--- src/design/ssel_pkg.sv ---
`timescale 1ns / 1ps
package ssel_pkg;

  localparam int MAX_PER_LINE = 10;
  localparam int CNT_W        = $clog2(MAX_PER_LINE + 1);
  localparam int IDX_W        = (MAX_PER_LINE > 1) ? $clog2(MAX_PER_LINE) : 1;

  // queue between front and back; depth must stay a power of two
  localparam int Q_DEPTH = 2;
  localparam int Q_PTR_W = (Q_DEPTH > 1) ? $clog2(Q_DEPTH) : 1;
  localparam int Q_CNT_W = $clog2(Q_DEPTH + 1);

  localparam logic [8:0] LINE_OFFSET  = 9'd16;
  localparam logic [8:0] HEIGHT_SHORT = 9'd8;
  localparam logic [8:0] HEIGHT_TALL  = 9'd16;

  typedef struct packed {
    logic [7:0] attr;
    logic [7:0] tile;
    logic [7:0] x;
    logic [7:0] y;
  } entry_t;

  typedef struct packed {
    logic   hit;
    logic   last;
    entry_t ent;
  } q_item_t;

endpackage

--- src/design/ssel_if.sv ---
`timescale 1ns / 1ps
interface ssel_in_if;
  logic       valid;
  logic       ready;
  logic [7:0] sprite_y;
  logic [7:0] sprite_x;
  logic [7:0] tile_number;
  logic [7:0] attribute_bits;
  logic [7:0] scan_line;
  logic       last_entry;

  modport source (
    output valid, sprite_y, sprite_x, tile_number, attribute_bits, scan_line, last_entry,
    input  ready
  );
  modport sink (
    input  valid, sprite_y, sprite_x, tile_number, attribute_bits, scan_line, last_entry,
    output ready
  );
endinterface

interface ssel_out_if;
  logic       valid;
  logic       ready;
  logic       found;
  logic [7:0] out_y;
  logic [7:0] out_x;
  logic [7:0] out_tile;
  logic [7:0] out_attr;
  logic       last_result;

  modport source (
    output valid, found, out_y, out_x, out_tile, out_attr, last_result,
    input  ready
  );
  modport sink (
    input  valid, found, out_y, out_x, out_tile, out_attr, last_result,
    output ready
  );
endinterface

--- src/design/ssel_front.sv ---
`timescale 1ns / 1ps
module ssel_front (
  ssel_in_if.sink          in_ch,
  input  logic             tall_sprites,
  input  logic             q_full,
  output logic             q_push,
  output ssel_pkg::q_item_t q_item
);

  logic [8:0] probe;
  logic [8:0] y_ext;
  logic [8:0] height;
  logic       hit;

  assign probe  = {1'b0, in_ch.scan_line} + ssel_pkg::LINE_OFFSET;
  assign y_ext  = {1'b0, in_ch.sprite_y};
  assign height = tall_sprites ? ssel_pkg::HEIGHT_TALL : ssel_pkg::HEIGHT_SHORT;
  assign hit    = (probe >= y_ext) && (probe < (y_ext + height));

  assign in_ch.ready = !q_full;

  // misses that do not close the scan have no effect, so they are dropped here
  assign q_push = in_ch.valid && !q_full && (hit || in_ch.last_entry);

  always_comb begin
    q_item.hit      = hit;
    q_item.last     = in_ch.last_entry;
    q_item.ent.attr = in_ch.attribute_bits;
    q_item.ent.tile = in_ch.tile_number;
    q_item.ent.x    = in_ch.sprite_x;
    q_item.ent.y    = in_ch.sprite_y;
  end

endmodule

--- src/design/ssel_fifo.sv ---
`timescale 1ns / 1ps
module ssel_fifo (
  input  logic              clk,
  input  logic              rst_n,
  input  logic              push,
  input  ssel_pkg::q_item_t push_item,
  output logic              full,
  output logic              q_valid,
  input  logic              pop,
  output ssel_pkg::q_item_t pop_item
);

  ssel_pkg::q_item_t                mem_r [ssel_pkg::Q_DEPTH];
  logic [ssel_pkg::Q_PTR_W-1:0]     wr_ptr_r, wr_ptr_nxt;
  logic [ssel_pkg::Q_PTR_W-1:0]     rd_ptr_r, rd_ptr_nxt;
  logic [ssel_pkg::Q_CNT_W-1:0]     cnt_r, cnt_nxt;
  logic                             do_pop;

  assign full     = (cnt_r == ssel_pkg::Q_CNT_W'(ssel_pkg::Q_DEPTH));
  assign q_valid  = (cnt_r != '0);
  assign pop_item = mem_r[rd_ptr_r];
  assign do_pop   = pop && q_valid;

  always_comb begin
    wr_ptr_nxt = push ? wr_ptr_r + 1'b1 : wr_ptr_r;
    rd_ptr_nxt = do_pop ? rd_ptr_r + 1'b1 : rd_ptr_r;
    cnt_nxt    = cnt_r;
    if (push && !do_pop) begin
      cnt_nxt = cnt_r + 1'b1;
    end else if (!push && do_pop) begin
      cnt_nxt = cnt_r - 1'b1;
    end
  end

  always_ff @(posedge clk) begin
    if (!rst_n) begin
      wr_ptr_r <= '0;
      rd_ptr_r <= '0;
      cnt_r    <= '0;
    end else begin
      wr_ptr_r <= wr_ptr_nxt;
      rd_ptr_r <= rd_ptr_nxt;
      cnt_r    <= cnt_nxt;
    end
  end

  always_ff @(posedge clk) begin
    if (push) begin
      mem_r[wr_ptr_r] <= push_item;
    end
  end

endmodule

--- src/design/ssel_back.sv ---
`timescale 1ns / 1ps
module ssel_back (
  input  logic              clk,
  input  logic              rst_n,
  input  logic              q_valid,
  input  ssel_pkg::q_item_t q_item,
  output logic              q_pop,
  ssel_out_if.source        out_ch
);

  typedef enum logic {
    ST_COLLECT,
    ST_EMIT
  } state_t;

  state_t                          state_r;
  ssel_pkg::entry_t                list_r   [ssel_pkg::MAX_PER_LINE];
  ssel_pkg::entry_t                list_nxt [ssel_pkg::MAX_PER_LINE];
  logic [ssel_pkg::CNT_W-1:0]      count_r;
  logic [ssel_pkg::IDX_W-1:0]      idx_r;
  logic [ssel_pkg::MAX_PER_LINE-1:0] keep;
  logic                            out_valid_r;
  logic                            found_r;
  logic                            last_r;
  ssel_pkg::entry_t                out_ent_r;
  logic                            insert;
  logic                            out_free;
  logic                            emit_last;
  ssel_pkg::entry_t                emit_ent;

  assign q_pop    = (state_r == ST_COLLECT);
  assign out_free = !out_valid_r || out_ch.ready;
  assign insert   = q_pop && q_valid && q_item.hit &&
                    (count_r < ssel_pkg::CNT_W'(ssel_pkg::MAX_PER_LINE));

  // keep[i]: slot i holds an entry whose X does not exceed the new one; the list
  // is sorted, so these form a prefix and the new entry lands right after it
  always_comb begin
    for (int i = 0; i < ssel_pkg::MAX_PER_LINE; i++) begin
      keep[i] = (ssel_pkg::CNT_W'(i) < count_r) && (list_r[i].x <= q_item.ent.x);
    end
    list_nxt[0] = keep[0] ? list_r[0] : q_item.ent;
    for (int i = 1; i < ssel_pkg::MAX_PER_LINE; i++) begin
      if (keep[i]) begin
        list_nxt[i] = list_r[i];
      end else if (keep[i-1]) begin
        list_nxt[i] = q_item.ent;
      end else begin
        list_nxt[i] = list_r[i-1];
      end
    end
  end

  assign emit_ent  = list_r[idx_r];
  assign emit_last = (count_r == '0) ||
                     (ssel_pkg::CNT_W'(idx_r) == ssel_pkg::CNT_W'(count_r - 1'b1));

  always_ff @(posedge clk) begin
    if (!rst_n) begin
      state_r     <= ST_COLLECT;
      count_r     <= '0;
      idx_r       <= '0;
      out_valid_r <= 1'b0;
    end else begin
      if (out_ch.ready) begin
        out_valid_r <= 1'b0;
      end
      case (state_r)
        ST_COLLECT: begin
          if (q_valid) begin
            if (insert) begin
              count_r <= count_r + 1'b1;
            end
            if (q_item.last) begin
              idx_r   <= '0;
              state_r <= ST_EMIT;
            end
          end
        end
        ST_EMIT: begin
          if (out_free) begin
            out_valid_r <= 1'b1;
            if (emit_last) begin
              count_r <= '0;
              state_r <= ST_COLLECT;
            end else begin
              idx_r <= idx_r + 1'b1;
            end
          end
        end
        default: begin
          state_r <= ST_COLLECT;
        end
      endcase
    end
  end

  always_ff @(posedge clk) begin
    if (insert) begin
      for (int i = 0; i < ssel_pkg::MAX_PER_LINE; i++) begin
        list_r[i] <= list_nxt[i];
      end
    end
    if (state_r == ST_EMIT && out_free) begin
      found_r <= (count_r != '0);
      last_r  <= emit_last;
      // empty scan reports all-zero fields
      out_ent_r <= (count_r != '0) ? emit_ent : '0;
    end
  end

  assign out_ch.valid       = out_valid_r;
  assign out_ch.found       = found_r;
  assign out_ch.out_y       = out_ent_r.y;
  assign out_ch.out_x       = out_ent_r.x;
  assign out_ch.out_tile    = out_ent_r.tile;
  assign out_ch.out_attr    = out_ent_r.attr;
  assign out_ch.last_result = last_r;

endmodule

--- src/design/sprite_scanline_select_core.sv ---
// A closing entry passes the queue, ST_COLLECT and ST_EMIT before its first result.
// Throughput: one entry per cycle while collecting; a scan's results (1 to 10) are
//   emitted one by one, during which the sort/emit stage takes no entries.
// The 2-entry queue takes up to two hits or closing entries while results drain.
// Reset (rst_n low at a clock edge) empties queue and selection, clears tall_sprites.
`timescale 1ns / 1ps
module sprite_scanline_select_core (
  input  logic        clk,
  input  logic        rst_n,
  input  logic        cfg_we,
  input  logic        cfg_wdata,
  ssel_in_if.sink     in_ch,
  ssel_out_if.source  out_ch
);

  logic              tall_sprites_r;
  logic              q_full;
  logic              q_push;
  logic              q_valid;
  logic              q_pop;
  ssel_pkg::q_item_t push_item;
  ssel_pkg::q_item_t pop_item;

  always_ff @(posedge clk) begin
    if (!rst_n) begin
      tall_sprites_r <= 1'b0;
    end else if (cfg_we) begin
      tall_sprites_r <= cfg_wdata;
    end
  end

  ssel_front u_front (
    .in_ch        (in_ch),
    .tall_sprites (tall_sprites_r),
    .q_full       (q_full),
    .q_push       (q_push),
    .q_item       (push_item)
  );

  ssel_fifo u_fifo (
    .clk       (clk),
    .rst_n     (rst_n),
    .push      (q_push),
    .push_item (push_item),
    .full      (q_full),
    .q_valid   (q_valid),
    .pop       (q_pop),
    .pop_item  (pop_item)
  );

  ssel_back u_back (
    .clk     (clk),
    .rst_n   (rst_n),
    .q_valid (q_valid),
    .q_item  (pop_item),
    .q_pop   (q_pop),
    .out_ch  (out_ch)
  );

endmodule

--- src/flat_wrapper.sv ---
// flat-port wrapper written by rule: the top's interface ports become plain ports
module sprite_scanline_select_core_flat 
  (clk, rst_n, cfg_we, cfg_wdata, in_ch_valid, in_ch_sprite_y, in_ch_sprite_x, in_ch_tile_number, in_ch_attribute_bits, in_ch_scan_line, in_ch_last_entry, in_ch_ready, out_ch_valid, out_ch_found, out_ch_out_y, out_ch_out_x, out_ch_out_tile, out_ch_out_attr, out_ch_last_result, out_ch_ready);
  ssel_in_if in_ch_i ();
  ssel_out_if out_ch_i ();
  input  logic clk;
  input  logic rst_n;
  input  logic cfg_we;
  input  logic cfg_wdata;
  input wire logic [$bits(in_ch_i.valid)-1:0] in_ch_valid;
  input wire logic [$bits(in_ch_i.sprite_y)-1:0] in_ch_sprite_y;
  input wire logic [$bits(in_ch_i.sprite_x)-1:0] in_ch_sprite_x;
  input wire logic [$bits(in_ch_i.tile_number)-1:0] in_ch_tile_number;
  input wire logic [$bits(in_ch_i.attribute_bits)-1:0] in_ch_attribute_bits;
  input wire logic [$bits(in_ch_i.scan_line)-1:0] in_ch_scan_line;
  input wire logic [$bits(in_ch_i.last_entry)-1:0] in_ch_last_entry;
  output wire logic [$bits(in_ch_i.ready)-1:0] in_ch_ready;
  output wire logic [$bits(out_ch_i.valid)-1:0] out_ch_valid;
  output wire logic [$bits(out_ch_i.found)-1:0] out_ch_found;
  output wire logic [$bits(out_ch_i.out_y)-1:0] out_ch_out_y;
  output wire logic [$bits(out_ch_i.out_x)-1:0] out_ch_out_x;
  output wire logic [$bits(out_ch_i.out_tile)-1:0] out_ch_out_tile;
  output wire logic [$bits(out_ch_i.out_attr)-1:0] out_ch_out_attr;
  output wire logic [$bits(out_ch_i.last_result)-1:0] out_ch_last_result;
  input wire logic [$bits(out_ch_i.ready)-1:0] out_ch_ready;
  assign in_ch_i.valid = in_ch_valid;
  assign in_ch_i.sprite_y = in_ch_sprite_y;
  assign in_ch_i.sprite_x = in_ch_sprite_x;
  assign in_ch_i.tile_number = in_ch_tile_number;
  assign in_ch_i.attribute_bits = in_ch_attribute_bits;
  assign in_ch_i.scan_line = in_ch_scan_line;
  assign in_ch_i.last_entry = in_ch_last_entry;
  assign in_ch_ready = in_ch_i.ready;
  assign out_ch_valid = out_ch_i.valid;
  assign out_ch_found = out_ch_i.found;
  assign out_ch_out_y = out_ch_i.out_y;
  assign out_ch_out_x = out_ch_i.out_x;
  assign out_ch_out_tile = out_ch_i.out_tile;
  assign out_ch_out_attr = out_ch_i.out_attr;
  assign out_ch_last_result = out_ch_i.last_result;
  assign out_ch_i.ready = out_ch_ready;
  sprite_scanline_select_core u_core (.clk(clk), .rst_n(rst_n), .cfg_we(cfg_we), .cfg_wdata(cfg_wdata), .in_ch(in_ch_i), .out_ch(out_ch_i));
endmodule
--- config.mk ---
export PLATFORM = sky130hd
export DESIGN_NAME = sprite_scanline_select_core_flat
export DESIGN_NICKNAME = d
export VERILOG_FILES = /design/src/design/ssel_pkg.sv /design/src/design/ssel_if.sv /design/src/design/ssel_front.sv /design/src/design/ssel_fifo.sv /design/src/design/ssel_back.sv /design/src/design/sprite_scanline_select_core.sv /design/src/flat_wrapper.sv
export SDC_FILE = /design/constraint.sdc
export NUM_CORES = 1
export LEC_CHECK = 0
export BUFFER_PORTS_ARGS = -buffer_cell sky130_fd_sc_hd__buf_4
export CORE_AREA = 2 2 207 209
export CTS_CLUSTER_SIZE = 40
export DETAILED_ROUTE_END_ITERATION = 8
export DIE_AREA = 0 0 209 211
export PLACE_DENSITY = 0.81
export SLEW_MARGIN = 40
export SYNTH_ARGS = -nofsm -noshare
export SYNTH_HDL_FRONTEND = slang
export SYNTH_HIERARCHICAL = 1
export SYNTH_SLANG_ARGS = --single-unit
--- constraint.sdc ---
create_clock -name clk -period 4.73 [get_ports clk]
set_input_delay 0.2365 -clock clk [delete_from_list [all_inputs] [get_ports clk]]
set_output_delay 0.2365 -clock clk [all_outputs]
set_load 0.05 [all_outputs]
-- After elaboration in Yosys (flattened, before gate mapping)
Memories as Yosys holds them, arrays and structs flattened. A register that Yosys moved wholly into a read port is not among the register bits.
Index checks and enable logic that the tools add are counted.
- bits in registers: 17
- RAM bits: 388
- input port bits: 47
- output and inout bits: 36
- memories: 2
- memories (name ; words ; bits a word ; read ports ; clocked after memory_dff ; wr ports ; line ; text):
    u_core.u_back.list_r ; 10 ; 32 ; 11 ; 1 ; 10 ; ssel_back.sv:17 ; ssel_pkg::entry_t list_r [ssel_pkg::MAX_PER_LINE];
    u_core.u_fifo.mem_r ; 2 ; 34 ; 1 ; 1 ; 1 ; ssel_fifo.sv:13 ; ssel_pkg::q_item_t mem_r [ssel_pkg::Q_DEPTH];
- $add $sub $neg: 9
- order comparisons: 23
- equal/unequal tests: 8
- muxes and demuxes: 46
- bitwise logic cells: 1
- reductions and logical operators: 33
- operators by type and width (operator ; number):
    two-way mux 32 bit ; 19
    less-or-equal comparator 8 bit ; 10
    two-way mux 4 bit ; 8
    logical AND 1 bit ; 19
    < comparator 3 x 4 -> 1 bit, first input constant ; 4
    case mux 4 bit (2 select lines) ; 2
    two-way mux 1 bit ; 13
    adder 8 x 5 -> 9 bit ; 1
    adder 8 x 5 -> 9 bit, second input constant ; 1
    >= comparator 9 x 8 -> 1 bit ; 1
    < comparator 9 bit ; 1
    adder 4 x 1 -> 4 bit, second input constant ; 2
    < comparator 1 x 4 -> 1 bit, first input constant ; 2
    < comparator 2 x 4 -> 1 bit, first input constant ; 2
    < comparator 4 bit, first input constant ; 2
    AND reduction 4 bit ; 2
    inequality test 2 x 1 -> 1 bit, second input constant ; 3
    inequality test 2 bit, second input constant ; 3
    zero test 1 bit ; 5
    two-way mux 5 bit ; 1
    == test 4 bit ; 1
    zero test 4 bit ; 1
    < comparator 4 bit, second input constant ; 1
    two-way mux 2 bit ; 2
    other kinds (10) ; 14

-- Logic depth before layout (Yosys ltp)
Gate-level depths: netlist of the first run.
- depth after elaboration: 10
- mapped depth: 16
- mapped depth without buffers: 16

-- By module
Netlist of the first run, hierarchy kept.
- by module, submodules not included (module ; instances ; cells an instance ; area each (sq um) ; sequential area each (sq um)):
    ssel_back ; 1 ; 1736 ; 20060.5 ; 10830.4
    ssel_fifo ; 1 ; 128 ; 2670.1 ; 2142.1
    ssel_front ; 1 ; 104 ; 795.8 ; 0.0
    sprite_scanline_select_core ; 1 ; 3 ; 36.3 ; 20.0

-- Worst setup path after synthesis of the first run
Ideal clock, no wire load.
- kind: register -> register
- start point: reg u_core.tall_sprites_r
- end point: mem u_core/u_fifo/mem_r[0][0] (netlist bit) (enable)
- arrival: 4.048 ns
- data required time: 4.300 ns
- path slack: 0.252 ns
- cell stages (with the launch flop): 13
- buffers on the path: 0
- clock period less this slack: 4.478 ns
- cells stage by stage: dfxtp_1 inv_1 ha_1 inv_1 fa_1 nor3_1 xnor2_1 ha_1 and4_1 a2111oi_4 o21ai_1 o22ai_1 nor2b_1
- cells in the longest elaborated chain, start to end: 8
- ends and longest elaborated chain (what ; line ; text):
    start: declaration ; sprite_scanline_select_core.sv:16 ; logic tall_sprites_r;
    start signal: assignment ; sprite_scanline_select_core.sv:28 ; tall_sprites_r <= cfg_wdata;
    two-way mux 5 bit ; ssel_front.sv:17 ; assign height = tall_sprites ? ssel_pkg::HEIGHT_TALL : ssel_pkg::HEIGHT_SHORT;
    adder 8 x 5 -> 9 bit ; ssel_front.sv:18 ; assign hit = (probe >= y_ext) && (probe < (y_ext + height));
    < comparator 9 bit ; ssel_front.sv:18 ;
    logical AND 1 bit ; ssel_front.sv:18 ;
    logical OR 1 bit ; ssel_front.sv:23 ; assign q_push = in_ch.valid && !q_full && (hit || in_ch.last_entry);
    logical AND 1 bit ; ssel_front.sv:23 ;
    net u_core.q_push ; sprite_scanline_select_core.sv:18 ; logic q_push;
    two-way mux 1 bit ; ssel_fifo.sv:48 ; if (push) begin
    two-way mux 1 bit (not written as such) ; ssel_fifo.sv:49 ; mem_r[wr_ptr_r] <= push_item;
    end: declaration ; ssel_fifo.sv:13 ;
The timed path passes the listed nets, and every way through them passes these cells.

==> metrics.csv, run 1 <==
metric,value,unit
status,finished clean,
VDD IR-drop max,0.414,mV
"FFs w/ async S/R, synth",0,%
met1 wire length,22400,µm
Synth cell types,55,
post-route insts no fill,2558,
Finish-stage setup viols,0,
"Slew Viols, Final",0,
min-delay worst type,input pin to flop,
post-route worst setup slack,892,ps
sequential element share of the synthesized area,55.1,%
root buf cell,clkbuf_16,
initial antenna violation count,1,
# DRC,0,
layout cells sized above 1,19.3,%
Final nets,2125,
vias,16900,
crit path max fanout,28,
CTS Sinks,438,
Pwr Total,0.0152,W
Filler Cell Count,3011,
post-synthesis mux area share,12.7,%
"Avg Cell Area, Syn",12.0,µm²
Leak,9.34,nW
Initial Utilization,56.4,%
Worst-path clk slew,60,ps
IO Count,83,
yosys warns,6,
RSZ-0062 raised after global routing,no,
#FFs+latches synth,438,
met2 WL,28500,µm
Layout Skew,21.3,ps
Hold Crit Start,in_ch_valid,
gr ovfl total,0,
Core Box Area,41800,µm²
Layout Area Growth over Synthesis,11.5,%
CTS buffer count,44,
WL/cell,23.5,µm
Synth Area in Adders,5.08,%
DP Cell Count,2439,
Slew HR,48.5,%
Synth Area in Simple Gates,10.2,%
vias in the first global route,16700,
Post-CTS Setup Inserts,0,
final hold slack,319,ps
Met3 Wirelength,7760,µm
sw frac,36.7,%
# resized after CTS,0,
Worst-Margin Slew,772,ps
dpl ws,948,ps
Max Cap Viol,0,
"area leader, netlist",edfxtp_1,
Psw,0.00556,W
Fmax achieved,261,MHz
internal power consumption,0.00959,W
DP HPWL,40600,µm
CTS tree,done,
number of diodes,0,
CP Capture Type,flop,
Post-synth EDFFs,422,
Flop pwr share,41.6,%
critical path class,flop to flop,
synthesized instance count,1971,
Post-Syn Area,23600,µm²
Top Layer Used,met5,
initial DRC count,2157,
Synth Area in XOR/XNOR,0.547,%
setup TNS,0,ps
crit path DAT,4160,ps
die area,44100,µm²
Clock power frac,23.8,%
Die Wd,209,µm
Fin. Hold Viols,0,
post-synth net total,2113,
Final ANT Viol Nets,0,
Final min period,3840,ps
drt first pass iters,5,
GRT Overall Usage,26.9,%
area share of the leading cell type in the synthesized netlist,53.8,%
Power Dens Cells,577,nW/µm²
compound-gate portion of the synthesized area,11.5,%
final worst path period share,81.1,%
R2R setup slack,890,ps
Area contributors post-synth,"edfxtp_1 (54%), nand2_1 (7.3%), mux4_2 (6.1%)",
main combinational cell family by area after synthesis,multiplexers,
port buffer count,82,
ys flop type,edfxtp_1,
# rows,75,
most frequent cells in the layout,"nand2_1 (453), edfxtp_1 (422), o22ai_1 (205)",
Worst-Skew Late Latency,570,ps
critical path launch point type,flop,
final wirelength,60000,µm
"Req. time, crit path",5050,ps
drt via density,6.62,
Logic pwr share,34.6,%
Chip Height,211,µm
Placer Congestion,0.886,
"most common cell after layout, fill and taps aside",nand2_1,
H-tree levels,2,
largest net degree at the start of global routing,62,
maximum buffer depth of the clock tree,3,
global-route wire length before repair,92900,µm
==> flip-flops by register name (all words and copies together), names as in the netlist, named ones only <==
register and count:
u_core/u_back/out_ch.out_tile 8, u_core/u_back/state_r 1, u_core/u_back/out_ch.last_result 1, u_core/u_back/out_ch.valid 1
u_core/u_back/idx_r 4, u_core/u_fifo/cnt_r 2, u_core/u_back/list_r 320, u_core/tall_sprites_r 1
u_core/u_fifo/rd_ptr_r 1, u_core/u_back/count_r 4, u_core/u_back/out_ch.found 1, u_core/u_back/out_ch.out_attr 8
u_core/u_fifo/wr_ptr_r 1, u_core/u_back/out_ch.out_y 8, u_core/u_back/out_ch.out_x 8, u_core/u_fifo/mem_r 68
==> synthesized netlist by cell type (all sizes together), types with 21 or more instances <==
| cell type | number |
|---|---|
| a211oi | 68 |
| a21oi | 52 |
| and2 | 37 |
| buf | 101 |
| clkbuf | 98 |
| edfxtp | 422 |
| ha | 94 |
| inv | 48 |
| mux2 | 98 |
| mux2i | 34 |
| mux4 | 64 |
| nand2 | 458 |
| nand4 | 21 |
| o21ai | 23 |
| o22ai | 205 |
| o32ai | 21 |
==> path summary, 6_finish.rpt <==
path | to | depth (start not counted)
min | u_core/u_fifo/wr_ptr_r$_SDFFE_PN0P_ | 5
max reg2reg | u_core/u_back/list_r[6][31]$_DFFE_PP_ | 8
min reg2reg | u_core/u_back/out_ch.valid$_SDFF_PN0_ | 2
max | u_core/u_back/list_r[6][31]$_DFFE_PP_ | 8
==> cell families after synthesis <==
group	count (synthesis)
muxes	196
DFF	438
AOI/OAI and AO/OA	407
and+or+nand+nor	574
xor gates and xnor gates	13
buffers and inverters	248
adders and majority gates	95
==> critical path, cell delays in order, from the launching register on <==
cell and delay [ps]:
dfxtp_1 500, buf_4 390, mux2_2 570, ha_1 370, nand4_2 150, o31a_1 310, a311oi_4 590, buf_12 310
mux2_2 370
==> power groups by stage <==
stage | sequential (W) | combinational (W) | clock, W
finish | 0.00631 | 0.00524 | 0.00360
global route | 0.00638 | 0.00562 | 0.00378
floorplan | 0.00638 | 0.00335 | 0
detailed placement | 0.00634 | 0.00505 | 0
global placement | 0.00629 | 0.00481 | 0
CTS | 0.00628 | 0.00512 | 0.00364
==> timing repair <==
action | in CTS | in global routing
endpoints found under the hold margin | 69 | 0
hold buffers | 37 | 0
endpoints found under the setup margin | 0 | 0
==> per-stage QoR <==
| stage | area (µm²) | util, % |
|---|---|---|
| after detailed placement | 24400 | 58.4 |
| after global placement | 24400 | 58.4 |
| after global routing | 26300 | 62.9 |
| after floorplan | 23600 | - |
| final | 26300 | 62.9 |
| after CTS | 26300 | 62.9 |
==> final cells by class <==
| class | count | area (µm²) | area share [%] |
|---|---|---|---|
| clock inverter | 20 | 253 | 0.962 |
| sequential | 438 | 13000 | 49.5 |
| timing repair buffer | 165 | 1380 | 5.24 |
| tap | 539 | 674 | 2.57 |
| clock buffer | 62 | 1240 | 4.72 |
| inverter | 49 | 185 | 0.705 |
| multi-input combinational | 1285 | 9530 | 36.3 |
==> per-layer routing <==
layer | GRT usage [%] | vias up
li1 | - | 7433
met1 | 36.0 | 8168
met2 | 44.1 | 1207
met3 | 6.24 | 123
met4 | 8.05 | 2
met5 | 0 | -
Note: power is estimated with default switching activity, not from simulation.
==> run 2, diff against run 1 <==
Settings changed: ABC_AREA set to 1, CORE_AREA 2 2 207 209 to 2 2 208 210, DIE_AREA 0 0 209 211 to 0 0 210 212.
Clock period 4.73 ns to 3.46 ns, I/O delays scaled along.
==> metrics.csv, run 2 <==
metric,value,unit
sw frac,44.6,%
# rows,76,
H-tree levels,2,
drt via density,5.94,
Layout Utilization,62.3,%
initial DRC count,2171,
"most common cell after layout, fill and taps aside",nand2_1,
min-delay worst type,input pin to flop,
Top reg by flops,u_core/u_back/list_r,
DP Area,24600,µm²
commonest cells in the netlist,"nand2_1 (725), edfxtp_1 (422), nand3_1 (302)",
Worst-path clk slew,60,ps
synthesized instance count,2562,
initial antenna violation count,0,
vias in the first global route,17800,
Chip Height,212,µm
Die Wd,210,µm
Pwr Total,0.0292,W
gr ovfl total,0,
Final ANT Viol Nets,0,
"Req. time, crit path",3770,ps
DP Cell Count,3021,
critical path launch point type,flop,
Regs by FF count,"u_core/u_back/list_r: 320 flops, u_core/u_fifo/mem_r: 68 flops",
Finished Cell Area,26500,µm²
Worst-Margin Slew,780,ps
# DRC,0,
post-route insts no fill,3137,
root buf cell,clkbuf_16,
Synth cell types,41,
#FFs+latches synth,438,
"area leader, netlist",edfxtp_1,
Post-Syn Area,23800,µm²
final wirelength,56900,µm
area share of the leading cell type in the synthesized netlist,53.3,%
vias,18600,
internal power consumption,0.0162,W
Logic pwr share,49.3,%
yosys warns,6,
number of diodes,0,
CTS buffer count,44,
GRT Overall Usage,25.4,%
Area contributors post-synth,"edfxtp_1 (53%), nand2_1 (11%), nand3_1 (6.4%)",
Clock power frac,17.2,%
Placer Congestion,0.910,
"Avg Cell Area, Syn",9.27,µm²
"FFs w/ async S/R, synth",0,%
crit path DAT,3570,ps
Finish-stage setup viols,0,
sequential element share of the synthesized area,54.7,%
CTS tree,done,
status,finished clean,
Filler Cell Count,3277,
port buffer count,82,
max reg flops,320,
setup TNS,0,ps
Slew HR,48.0,%
WL/cell,18.1,µm
global-route wire length before repair,91200,µm
DP HPWL,41100,µm
VDD IR-drop max,0.642,mV
maximum buffer depth of the clock tree,3,
largest net degree at the start of global routing,183,
die area,44500,µm²
Psw,0.0130,W
RSZ-0062 raised after global routing,yes,
crit path max fanout,32,
Layout Skew,23.3,ps
critical path class,flop to flop,
IO Count,83,
Layout Area Growth over Synthesis,11.5,%
ys flop type,edfxtp_1,
Fin. Hold Viols,0,
CTS Sinks,438,
drt first pass iters,9,
layout cells sized above 1,10.9,%
most common cell in the synthesized netlist,nand2_1,
Final min period,3270,ps
Fmax achieved,306,MHz
Max Cap Viol,0,
Final nets,2700,
Core Box Area,42500,µm²
"Slew Viols, Final",0,
Post-CTS Setup Inserts,0,
Flop pwr share,33.6,%
most frequent cells in the layout,"nand2_1 (725), edfxtp_1 (422), nand3_1 (302)",
Initial Utilization,55.9,%
Power Dens Cells,1100,nW/µm²
Post-synth EDFFs,422,
final worst path period share,94.4,%
Leak,11.1,nW
Worst-Skew Late Latency,560,ps
post-synth net total,2704,
CP Capture Type,flop,
run 2: cell types whose count changed in the layout (fill, tap and decap cells not counted), moves of 34 or more:
cell	change
inv_1	+54
a21oi_1	+73
nor2_1	+164
mux2_2	-65
nand3_1	+296
o21ai_1	+39
nand2_1	+272
mux2i_1	-34
o22ai_1	-173
o21ai_0	+150
mux4_2	-64
a211oi_1	-66
and2_1	-37
run 2: worst paths after layout:
| check | slack (ps) | depth (start not counted) | endpoint | from |
|---|---|---|---|---|
| min | 30 | 5 | u_core/u_fifo/wr_ptr_r$_SDFFE_PN0P_ | in_ch_valid |
| max | 190 | 12 | u_core/u_back/list_r[3][30]$_DFFE_PP_ | flop |
| min reg2reg | 530 | 2 | u_core/u_back/out_ch.valid$_SDFF_PN0_ | u_core/u_back/out_ch.valid$_SDFF_PN0_ |
| max reg2reg | 190 | 12 | u_core/u_back/list_r[3][30]$_DFFE_PP_ | flop |
run 2: cell type report:
type                       instances  area, µm²  share of cell area [%]
sequential                       438      13000                    49.1
multi-input combinational       1788       9310                    35.2
timing repair buffer             175       1560                    5.88
clock buffer                      53       1190                    4.48
tap                              546        683                    2.58
inverter                         111        418                    1.58
clock inverter                    26        328                    1.24
run 2: through the flow:
| stage | setup WS, ps | hold slack [ps] |
|---|---|---|
| floorplan | 133 | 294 |
| global placement | 187 | 359 |
| detailed placement | 51.2 | 362 |
| CTS | 57.5 | 12.5 |
| global route | -3.18 | 53.4 |
| finish | 193 | 31.6 |
run 2: worst max-delay path, stage by stage (launching register included):
cell and delay [ps]:
dfxtp_2 490, mux2_4 410, inv_1 360, ha_1 340, a21oi_1 180, o21ai_0 110
nand2_1 100, o211ai_1 110, nand2_1 380, nand2_1 90, buf_4 260, nand2_1 110
nand2_1 60
run 2: timing repair:
action,CTS,global route
gates resized for setup,0,5
endpoints found under the setup margin,0,103
hold buffers,37,0
endpoints found under the hold margin,80,0
run 2: cell families (layout without fill, tap and decap cells):
kind of cell / after synthesis / count (layout) / synth area share, %
simple gates: 1242 / 1242 / 21.7
mux: 34 / 34 / 2.09
fa+ha+maj: 95 / 95 / 5.03
xor+xnor: 6 / 6 / 0.221
buf+inv: 336 / 365 / 6.76
compound gates: 411 / 411 / 9.53
flops: 438 / 438 / 54.7
run 2: power by group through the flow:
stage          Sequential (W)  Clock [W]  Combinational [W]
2_1_floorplan          0.0101          0            0.00981
3_3_place_gp          0.00977          0             0.0134
3_5_place_dp          0.00987          0             0.0139
4_1_cts               0.00977    0.00507             0.0141
5_1_grt               0.00996    0.00529             0.0158
6_report              0.00979    0.00500             0.0144
run 2: per-layer routing:
| metal | vias up | GRT usage (%) | part of all wire [%] |
|---|---|---|---|
| met1 | 8651 | 34.3 | 40 |
| met2 | 1050 | 42.1 | 47 |
| met5 | - | 0 | 0 |
| met4 | 0 | 7.70 | 2.5 |
| li1 | 8799 | - | - |
| met3 | 135 | 4.76 | 11 |
